[src/design/cdgm_pkg.sv]
// shared types and constants of the gradient magnitude unit
package cdgm_pkg;

  localparam int DefMaxWidth = 2048;
  localparam int ColW        = 14;
  localparam int RowW        = 16;
  localparam int PixW        = 8;
  localparam int GradW       = 9;
  localparam int MagW        = 16;
  localparam int OutColW     = 11;
  localparam int CfgWidthW   = 12;
  localparam int CfgDataW    = 16;
  localparam int CfgIdxW     = 2;
  localparam int OutDataW    = 64;

  localparam logic [CfgIdxW-1:0] RegFrameWidth  = 2'd0;
  localparam logic [CfgIdxW-1:0] RegFrameHeight = 2'd1;

  localparam logic [CfgWidthW-1:0] ResetWidth  = 12'd640;
  localparam logic [RowW-1:0]      ResetHeight = 16'd480;

  // classified pixel handed from the front to the back
  typedef struct packed {
    logic [PixW-1:0] pixel;
    logic [ColW-1:0] col;
    logic [RowW-1:0] row;
    logic            first_col;
    logic            last_col;
    logic            first_row;
    logic            last_row;
  } cdgm_item_t;

endpackage

[src/design/cdgm_front.sv]
// input side: configuration registers, frame position and classification
module cdgm_front #(
  parameter int MaxWidth = cdgm_pkg::DefMaxWidth
) (
  input  logic                          clk_i,
  input  logic                          rst_ni,
  input  logic                          cfg_valid_i,
  input  logic [cdgm_pkg::CfgIdxW-1:0]  cfg_index_i,
  input  logic [cdgm_pkg::CfgDataW-1:0] cfg_data_i,
  input  logic                          pix_valid_i,
  input  logic [cdgm_pkg::PixW-1:0]     pix_i,
  output logic                          pix_ready_o,
  output logic                          push_o,
  output cdgm_pkg::cdgm_item_t          item_o,
  input  logic                          full_i
);
  import cdgm_pkg::*;

  logic [CfgWidthW-1:0] width_q;
  logic [RowW-1:0]      height_q;
  logic [ColW-1:0]      col_q;
  logic [RowW-1:0]      row_q;
  logic [RowW-1:0]      width_eff;
  logic [RowW:0]        height_eff;
  logic                 last_col, last_row, accept, cfg_hit;

  always_comb begin
    width_eff = {{(RowW-CfgWidthW){1'b0}}, width_q};
    if (width_q == '0) begin
      width_eff = RowW'(1);
    end else if (width_eff > RowW'(MaxWidth)) begin
      width_eff = RowW'(MaxWidth);
    end
    height_eff = (height_q == '0) ? (RowW+1)'(1) : {1'b0, height_q};
  end

  assign last_col = (RowW'(col_q) + RowW'(1)) >= width_eff;
  assign last_row = ({1'b0, row_q} + (RowW+1)'(1)) >= height_eff;
  assign accept   = pix_valid_i && !full_i;
  assign cfg_hit  = cfg_valid_i &&
                    ((cfg_index_i == RegFrameWidth) || (cfg_index_i == RegFrameHeight));

  always_ff @(posedge clk_i or negedge rst_ni) begin
    if (!rst_ni) begin
      width_q  <= ResetWidth;
      height_q <= ResetHeight;
      col_q    <= '0;
      row_q    <= '0;
    end else if (cfg_hit) begin
      if (cfg_index_i == RegFrameWidth) begin
        width_q <= cfg_data_i[CfgWidthW-1:0];
      end else begin
        height_q <= cfg_data_i;
      end
      col_q <= '0;
      row_q <= '0;
    end else if (accept) begin
      if (last_col) begin
        col_q <= '0;
        row_q <= last_row ? '0 : row_q + RowW'(1);
      end else begin
        col_q <= col_q + ColW'(1);
      end
    end
  end

  assign pix_ready_o = !full_i;
  assign push_o      = accept;

  always_comb begin
    item_o.pixel     = pix_i;
    item_o.col       = col_q;
    item_o.row       = row_q;
    item_o.first_col = (col_q == '0);
    item_o.last_col  = last_col;
    item_o.first_row = (row_q == '0);
    item_o.last_row  = last_row;
  end

endmodule

[config.mk]
export PLATFORM = sky130hd
export DESIGN_NAME = cdgm_front
export DESIGN_NICKNAME = d
export VERILOG_FILES = /design/src/design/cdgm_pkg.sv /design/src/design/cdgm_front.sv
export SDC_FILE = /design/constraint.sdc
export NUM_CORES = 1
export LEC_CHECK = 0
export ABC_AREA = 0
export BUFFER_PORTS_ARGS = -buffer_cell sky130_fd_sc_hd__buf_2
export CORE_MARGIN = 2
export CORE_UTILIZATION = 51
export DETAILED_ROUTE_END_ITERATION = 8
export MAX_ROUTING_LAYER = met4
export PLACE_DENSITY = 0.89
export SYNTH_ARGS = -nofsm -noshare
export SYNTH_HDL_FRONTEND = slang
export SYNTH_SLANG_ARGS = --single-unit
[constraint.sdc]
create_clock -name clk_i -period 2.9 [get_ports clk_i]
set_input_delay 0.29 -clock clk_i [delete_from_list [all_inputs] [get_ports clk_i]]
set_output_delay 0.29 -clock clk_i [all_outputs]
set_load 0.01 [all_outputs]
==> impl_metrics.toml <==
[clock_network]
cts_made_buffers = 9
clkTransAtPathRegs_ps = 70
cts_tree = "done"
cts_htree_levels = 3
postCtsHoldBufs = 0
clock_latency_ps = 360
clockBufferDepth = 2
cts_sinks = 58
root_buffer = "clkbuf_8"

[die]
core_area_sq_mm = 0.00765
start_util_pct = 52.2
die_area_sq_mm = 0.00855
pin_count = 75
dieHeight_um = 92.5
dieWidth_um = 92.5
rows = 32

[route]
via_per_inst = 6.41
vias = 4214
drtAntennaViolNets = 0
drcViolationCount = 0
avgRoutedWirePerCell_um = 22.4
routed_wl_um = 14700
drtIter0Drc = 400
drt_pass1_iterations = 5

[grt]
antenna_found_initial = 0
grt_pass1_wl_um = 19700
grt_overflow_total = 0
grt_max_degree = 59
grtUsageTotal_pct = 31.0
first_global_vias = 3968

[setup_path]
start_kind = "flip-flop"
critical_path_required_ps = 3190
cp.buffers_inverters = 1
critical_path.top_delay_family = "compound AO/OA/AOI/OAI gates"
path_max_fanout = 6
cp_slowest_cell = "or3b_4"
end_kind = "flip-flop"
criticalPathCategory = "reg -> reg"
crit_chain = "ha_4, nand2_4, nor4b_4, nand4_1, xnor2_2, ha_1, a21o_1, a211o_1, a31oi_2, o2111a_2, buf_6, o211ai_4, or3b_4, a21oi_2"
slowest_delay_ps = 420
worstPathArrival_ps = 3770

[logic_synthesis]
syn_area_per_cell_sq_um = 9.68
ys.flop_type = "dfrtp_1"
async_flop_share_pct = 100
syn_area_sq_mm = 0.00399
synth_warnings = 0
synthCells = 412
synth_edf_count = 0
synth.distinct_cells = 59
synth-seq-cells = 58
seq_area_frac_synth_pct = 36.6
synth.net_count = 475

[sta]
skew_ps = 12.7
fin_tns_setup_ps = -9480
worst_slack_ps = -581
finalHoldViolCount = 0
slew-limit-headroom_pct = 50.0
worst_pin_slew_ps = 750
fin_crit_sh_pct = 120
slew_violations = 0
grt_setup_unrepaired = "yes"
layout_min_cycle_time_ps = 3480
fmax_ghz = 0.287
setup_viol = 30

[power_and_ir_drop]
total_power_mw = 2.61
p_leak_nw = 2.75
power_density_mw_per_mm2 = 458
worst_ir_drop_vdd_v = 0.000315

[placement]
dp_hpwl_um = 8180
gp_congestion = 0.918
dp_cells = 607
io_buffers = 58
place_ws_ps = -306

[cells_and_area]
area_growth_pct = 42.9
multiInputGateArea_sq_mm = 0.00266
drive_gt1_share_pct = 50.6
antennaDiodeCount = 0
final_nets = 613
regArea_sq_mm = 0.00147
n_fill_cell = 444
fin_cells = 657

[flow_run]
drv_cap = 0

[outcome]
violations = "negative setup slack"
outcome = "complete, but fails checks"

[hold_path]
hold_path.class = "in -> async"
==> routing by layer <==
metal  wire length [um]  up-vias  track usage, %
li1                   -     1750               -
met1               5340     2007            37.1
met2               6860      327            49.6
met3               1430      130            6.51
met4               1070        0            16.4
met5                  0        -               -
==> final timing paths <==
kind	slack [ps]	from	to	cells after the start
setup / recovery	-580	row_q[0]$_DFFE_PN0P_	row_q[11]$_DFFE_PN0P_	14
hold / removal	80	rst_ni	row_q[6]$_DFFE_PN0P_	2
setup reg to reg	-580	row_q[0]$_DFFE_PN0P_	row_q[11]$_DFFE_PN0P_	14
hold reg to reg	540	height_q[0]$_DFFE_PN0P_	height_q[0]$_DFFE_PN0P_	1
max in group asynchronous	2300	rst_ni	row_q[1]$_DFFE_PN0P_	2
min in group clk_i	170	cfg_data_i[15]	height_q[15]$_DFFE_PN0P_	2
==> area by class of cell <==
type	count	share of cell area [%]
Sequential cell	58	25.8
Timing Repair Buffer	153	19.2
Clock buffer	12	2.90
Inverter	29	1.95
Tap cell	102	2.24
Multi-Input combinational cell	299	46.7
Clock inverter	4	1.27
==> registers in the layout, summed over array words and instances (netlist names) <==
signal,flops
height_q,16
width_q,12
row_q,16
col_q,14
==> Yosys cell counts, types with 7 or more instances <==
cell	count	share of area (%)
clkbuf_1	9	0.85
inv_1	27	2.5
mux2_2	27	7.6
nor2_1	15	1.4
nor4_1	8	1.3
ha_1	32	10
o21ai_0	17	2.1
nand3_1	21	2.6
buf_4	11	2.1
dfrtp_1	52	33
nand2_1	46	4.3
xnor2_1	17	3.7
xor2_1	7	1.5
a21oi_1	21	2.6
nor3_1	8	1.0
==> cells in the final DEF, fill, tap and decap left out, types with 4 or more instances in the layout <==
| master | instances |
|---|---|
| a21oi_1 | 13 |
| a21oi_2 | 5 |
| a22o_1 | 6 |
| buf_2 | 56 |
| buf_4 | 76 |
| buf_6 | 20 |
| clkbuf_8 | 12 |
| dfrtp_1 | 44 |
| dfrtp_2 | 8 |
| dfstp_2 | 6 |
| ha_1 | 29 |
| inv_1 | 26 |
| mux2_2 | 27 |
| nand2_1 | 43 |
| nand3_1 | 16 |
| nand3_2 | 4 |
| nand3_4 | 4 |
| nor2_1 | 11 |
| nor2_4 | 5 |
| nor2b_1 | 6 |
| nor3_1 | 6 |
| nor4_1 | 8 |
| o21ai_0 | 6 |
| o21ai_1 | 6 |
| o21ai_2 | 5 |
| or4_1 | 4 |
| xnor2_1 | 14 |
| xor2_1 | 6 |
==> cells by family (layout without fill, tap and decap cells) <==
group           Yosys count  count (layout)  synth area share (%)
mux                      28              28                  7.87
flops                    58              58                  36.6
fa+ha+maj                32              32                  10.0
buf+inv                  56             198                  7.06
simple gates            142             142                  20.5
xor+xnor                 24              24                  5.27
compound gates           72              73                  12.7
==> stage by stage <==
stage	area, sq um	utilization (%)	hold slack [ps]
floorplan	4080	-	-5.59
global placement	4790	62.6	477
detailed placement	4790	62.6	474
finish	5700	74.6	75.5
global route	5700	74.6	142
CTS	5350	70.0	104
==> what timing repair did <==
action	in CTS	in global routing
pin swaps	27	22
gates resized for setup	27	64
buffers inserted	25	10
cloned	1	0
endpoints found under the setup margin	30	30
==> power by group <==
part	total [mW]	switching, mW	internal, mW
combinational	0.698	0.386	0.312
clock	0.908	0.355	0.553
sequential	1.01	0.0962	0.911
total	2.61	0.837	1.78
Note: power is estimated with default switching activity, not from simulation.
