## config.mk

```make
export PLATFORM = sky130hd
export DESIGN_NAME = cdgm_queue
export DESIGN_NICKNAME = d
export VERILOG_FILES = /design/src/design/cdgm_pkg.sv /design/src/design/cdgm_queue.sv
export SDC_FILE = /design/constraint.sdc
export NUM_CORES = 1
export LEC_CHECK = 0
export ABC_AREA = 1
export BUFFER_PORTS_ARGS = -buffer_cell sky130_fd_sc_hd__buf_4
export CAP_MARGIN = 25
export CORE_AREA = 2 2 81 83
export CTS_CLUSTER_SIZE = 28
export DETAILED_ROUTE_END_ITERATION = 10
export DIE_AREA = 0 0 83 85
export PLACE_DENSITY = 0.9
export SLEW_MARGIN = 20
export SYNTH_ARGS = -nofsm -noshare
export SYNTH_HDL_FRONTEND = slang
export SYNTH_SLANG_ARGS = --single-unit
export TNS_END_PERCENT = 100
```

## constraint.sdc

```tcl
create_clock -name clk_i -period 8.3 [get_ports clk_i]
set_input_delay 0.83 -clock clk_i [delete_from_list [all_inputs] [get_ports clk_i]]
set_output_delay 0.83 -clock clk_i [all_outputs]
set_load 0.03 [all_outputs]
```

## src/design/cdgm_pkg.sv

```systemverilog
// shared types and constants of the gradient magnitude unit
package cdgm_pkg;

  localparam int DefMaxWidth = 2048;
  localparam int ColW        = 14;
  localparam int RowW        = 16;
  localparam int PixW        = 8;
  localparam int GradW       = 9;
  localparam int MagW        = 16;
  localparam int OutColW     = 11;
  localparam int CfgWidthW   = 12;
  localparam int CfgDataW    = 16;
  localparam int CfgIdxW     = 2;
  localparam int OutDataW    = 64;

  localparam logic [CfgIdxW-1:0] RegFrameWidth  = 2'd0;
  localparam logic [CfgIdxW-1:0] RegFrameHeight = 2'd1;

  localparam logic [CfgWidthW-1:0] ResetWidth  = 12'd640;
  localparam logic [RowW-1:0]      ResetHeight = 16'd480;

  // classified pixel handed from the front to the back
  typedef struct packed {
    logic [PixW-1:0] pixel;
    logic [ColW-1:0] col;
    logic [RowW-1:0] row;
    logic            first_col;
    logic            last_col;
    logic            first_row;
    logic            last_row;
  } cdgm_item_t;

endpackage

```

## src/design/cdgm_queue.sv

```systemverilog
// two-entry queue of classified pixels between front and back
module cdgm_queue (
  input  logic                clk_i,
  input  logic                rst_ni,
  input  logic                push_i,
  input  cdgm_pkg::cdgm_item_t push_item_i,
  output logic                full_o,
  input  logic                pop_i,
  output cdgm_pkg::cdgm_item_t pop_item_o,
  output logic                empty_o
);
  import cdgm_pkg::*;

  cdgm_item_t  mem_q [2];
  logic        wptr_q, rptr_q;
  logic [1:0]  count_q;

  always_ff @(posedge clk_i or negedge rst_ni) begin
    if (!rst_ni) begin
      wptr_q  <= 1'b0;
      rptr_q  <= 1'b0;
      count_q <= 2'd0;
    end else begin
      if (push_i) begin
        wptr_q <= ~wptr_q;
      end
      if (pop_i) begin
        rptr_q <= ~rptr_q;
      end
      case ({push_i, pop_i})
        2'b10:   count_q <= count_q + 2'd1;
        2'b01:   count_q <= count_q - 2'd1;
        default: count_q <= count_q;
      endcase
    end
  end

  always_ff @(posedge clk_i) begin
    if (push_i) begin
      mem_q[wptr_q] <= push_item_i;
    end
  end

  assign full_o     = (count_q == 2'd2);
  assign empty_o    = (count_q == 2'd0);
  assign pop_item_o = mem_q[rptr_q];

endmodule

```

==> impl_metrics.prom <==
# TYPE chip_impl_metric gauge
chip_impl_metric{name="vias",unit=""} 1991
chip_impl_metric{name="floorplan.die_area",unit="mm2"} 0.00706
chip_impl_metric{name="worstSkewPairLatency",unit="ps"} 350
chip_impl_metric{name="drt_drc_violations_left",unit=""} 0
chip_impl_metric{name="grt_pass1_vias",unit=""} 1970
chip_impl_metric{name="cts.sink_count",unit=""} 88
chip_impl_metric{name="place_hpwl",unit="um"} 3830
chip_impl_info{name="ys_top_cells_by_area",value="sky130_fd_sc_hd__edfxtp_1, sky130_fd_sc_hd__inv_1, sky130_fd_sc_hd__nand2_1, sky130_fd_sc_hd__o21ai_0, sky130_fd_sc_hd__dfrtp_1"} 1
chip_impl_metric{name="fin_skew",unit="ps"} 4.68
chip_impl_metric{name="drt_first_pass_iters",unit=""} 4
chip_impl_metric{name="synth.yosys.seq_area_share",unit="%"} 78.8
chip_impl_metric{name="cts.reportedPaths.clkPinSlew",unit="ps"} 80
chip_impl_metric{name="final_antenna_net_count",unit=""} 0
chip_impl_metric{name="globalRouteMet3Util",unit="%"} 3.70
chip_impl_metric{name="finalHoldViolCount",unit=""} 0
chip_impl_metric{name="ios",unit=""} 90
chip_impl_metric{name="routed_wl",unit="um"} 5460
chip_impl_metric{name="cp_data_arrival_time",unit="ps"} 1730
chip_impl_metric{name="gpl.final_weighted_congestion",unit=""} 0.698
chip_impl_metric{name="antenna_cells",unit=""} 0
chip_impl_info{name="crit_type",value="reg2out"} 1
chip_impl_metric{name="cts-buffers-inserted",unit=""} 9
chip_impl_metric{name="row_count",unit=""} 29
chip_impl_metric{name="nNetsFinal",unit=""} 382
chip_impl_metric{name="layout_cell_share_with_drive_strength_beyond_1",unit="%"} 32.1
chip_impl_metric{name="worst_ep_required_time",unit="ps"} 7470
chip_impl_metric{name="setup-violations-final",unit=""} 0
chip_impl_metric{name="synthesis.yosys.warnings",unit=""} 0
chip_impl_info{name="status",value="finished clean"} 1
chip_impl_metric{name="avgRoutedWirePerCell",unit="um"} 13.1
chip_impl_info{name="cp_slowest_cell",value="sky130_fd_sc_hd__dfrtp_4"} 1
chip_impl_metric{name="ctsHoldBuffers",unit=""} 0
chip_impl_metric{name="synth_area_per_cell",unit="um2"} 13.7
chip_impl_info{name="final_cell_mix",value="sky130_fd_sc_hd__buf_4, sky130_fd_sc_hd__edfxtp_1, sky130_fd_sc_hd__inv_1, sky130_fd_sc_hd__nand2_1, sky130_fd_sc_hd__o21ai_0"} 1
chip_impl_info{name="hold_path_class",value="in2async"} 1
chip_impl_metric{name="htree_num_levels",unit=""} 3
chip_impl_metric{name="netlist.area_leader.share",unit="%"} 75.8
chip_impl_info{name="grt_setup_unrepaired",value="no"} 1
chip_impl_metric{name="crit_path_max_fanout",unit=""} 85
chip_impl_info{name="critical_path.cell_chain",value="nand2_1 -> o21ai_1 -> buf_4"} 1
chip_impl_metric{name="grt_util_all_layers",unit="%"} 16.4
chip_impl_info{name="cts_tree",value="built"} 1
chip_impl_metric{name="pwr_density_cell",unit="mW/mm2"} 359
chip_impl_metric{name="fillCellCount",unit=""} 448
chip_impl_metric{name="grt_antenna_before_repair",unit=""} 0
chip_impl_metric{name="start_util",unit="%"} 53.6
chip_impl_metric{name="area_used_by_multi_input_combinational_logic",unit="um2"} 455
chip_impl_metric{name="slew_violations",unit=""} 0
chip_impl_info{name="grt.busiest_layer",value="met2"} 1
chip_impl_metric{name="dr.first_iter.drc_count",unit=""} 107
chip_impl_info{name="endpoint_kind",value="primary output"} 1
chip_impl_metric{name="synth_nets",unit=""} 290
chip_impl_metric{name="post_cts_buffers",unit=""} 0
chip_impl_metric{name="fin_hold_ws",unit="ps"} 263
chip_impl_metric{name="core_area",unit="mm2"} 0.00620
chip_impl_info{name="clockRootBuffer",value="sky130_fd_sc_hd__clkbuf_8"} 1
chip_impl_metric{name="post_synth_inst_count",unit=""} 243
chip_impl_metric{name="place.port_buffers",unit=""} 89
chip_impl_metric{name="grtUsageMet1",unit="%"} 19.0
chip_impl_metric{name="max_freq",unit="MHz"} 391
chip_impl_info{name="layout_commonest_cell",value="sky130_fd_sc_hd__buf_4"} 1
chip_impl_metric{name="post_synth_num_cell_types",unit=""} 16
chip_impl_metric{name="final_critical_period",unit="ps"} 2560
chip_impl_metric{name="slew_margin_rel",unit="%"} 41.8
chip_impl_metric{name="worstPathBufferInverterCount",unit=""} 1
chip_impl_metric{name="p_leak",unit="nW"} 1.81
chip_impl_metric{name="area.sequential",unit="mm2"} 0.00263
chip_impl_metric{name="routed_via_density",unit=""} 4.77
chip_impl_metric{name="cts_buffer_depth",unit=""} 2
chip_impl_info{name="top_cell_family_by_delay_on_the_critical_path",value="flip-flops"} 1
chip_impl_metric{name="grt_start_max_net_pins",unit=""} 86
chip_impl_metric{name="grt_use_met2",unit="%"} 28.9
chip_impl_metric{name="period_utilization",unit="%"} 30.8
chip_impl_metric{name="critical-path-max-stage-delay",unit="ps"} 900
chip_impl_metric{name="final.setup.tns",unit="ps"} 0
chip_impl_metric{name="post_cts_resize_count",unit=""} 0
chip_impl_metric{name="maxCapViolations",unit=""} 0
chip_impl_metric{name="die-height",unit="um"} 85
chip_impl_metric{name="die_width",unit="um"} 83
chip_impl_metric{name="area.growth.synth_to_final",unit="%"} 27.5
chip_impl_metric{name="tightest_slew",unit="ps"} 872
chip_impl_metric{name="irDropWorstVdd",unit="V"} 0.000200
chip_impl_metric{name="ys_ff_latch",unit=""} 88
chip_impl_metric{name="syn-cell-area",unit="mm2"} 0.00333
chip_impl_info{name="timing.critical_path.from_type",value="register"} 1
chip_impl_metric{name="gr-total-overflow",unit=""} 0
chip_impl_metric{name="grt_first_pass_wirelength",unit="um"} 8830
chip_impl_info{name="yosysTopAreaCell",value="sky130_fd_sc_hd__edfxtp_1"} 1
-- registers in the layout, indices dropped and copies added (netlist names) --
register	flops
count_q	2
mem_q	84
wptr_q	1
rptr_q	1
-- synth_stat cells --
library cell / count
sky130_fd_sc_hd__edfxtp_1: 84
sky130_fd_sc_hd__inv_1: 48
sky130_fd_sc_hd__nand2_1: 47
sky130_fd_sc_hd__o21ai_0: 31
sky130_fd_sc_hd__o21ai_1: 11
sky130_fd_sc_hd__buf_6: 5
sky130_fd_sc_hd__dfrtp_1: 4
sky130_fd_sc_hd__nor2_1: 3
sky130_fd_sc_hd__clkbuf_1: 2
sky130_fd_sc_hd__xor2_1: 2
sky130_fd_sc_hd__buf_2: 1
sky130_fd_sc_hd__buf_4: 1
sky130_fd_sc_hd__ha_1: 1
sky130_fd_sc_hd__nand3_1: 1
sky130_fd_sc_hd__nand4_1: 1
sky130_fd_sc_hd__xnor2_1: 1
-- stage by stage --
step / area, um2 / util [%] / total power, W / setup WS (ps) / instances
finish: 4240 / 68.4 / 0.00152 / 5740 / 417
global route: 4240 / 68.4 / 0.00160 / 5590 / 417
CTS: 4240 / 68.4 / 0.00154 / 5730 / 417
detailed placement: 4050 / 65.2 / 0.00126 / 6120 / 401
global placement: 4020 / 64.9 / 0.00124 / 5800 / 400
floorplan: 3330 / - / 0.00105 / 5200 / 243
-- worst reg2reg max path: stages (launching register included) --
cell and delay, ps:
sky130_fd_sc_hd__dfrtp_1 430, sky130_fd_sc_hd__nand2_1 90, sky130_fd_sc_hd__inv_2 630
-- power breakdown --
part | internal (W) | leakage [nW] | switching [W]
registers | 0.000592 | 0.835 | 0.0000773
clock network | 0.000139 | 0.0916 | 0.000146
logic | 0.000201 | 0.884 | 0.000370
-- metal layers --
layer	wire length (um)	share of wire, %
met2	2900	53
met3	301	5.5
met4	136	2.5
met1	2130	39
met5	0	0
-- path summary, 6_finish.rpt --
kind	startpoint	cells past startpoint	slack, ps	endpoint
min reg2reg	count_q[1]	2	520	count_q[1]
max in group asynchronous	rst_ni	1	7920	rptr_q
max	rptr_q	3	5740	pop_item_o[31]
min	rst_ni	1	260	rptr_q
max reg2reg	wptr_q	2	6750	mem_q[1][2]
min in group clk_i	count_q[1]	2	520	count_q[1]
-- layout make-up --
cell class / count / share of cell area, %
flip-flops and latches: 88 / 61.9
repair buffers: 90 / 16.2
multi-input cells: 98 / 10.7
inverters: 48 / 4.25
clock buffers: 9 / 2.92
well taps: 77 / 2.27
clock inverters: 7 / 1.68
-- cell families (layout without fill, tap and decap cells) --
family | Yosys count | in the layout | synth area share, %
simple gates | 52 | 52 | 5.98
compound gates | 42 | 42 | 6.32
buf+inv | 57 | 154 | 7.71
fa+ha+maj | 1 | 1 | 0.376
xor+xnor | 3 | 3 | 0.790
flops | 88 | 88 | 78.8
(Power assumes the default switching activity.)
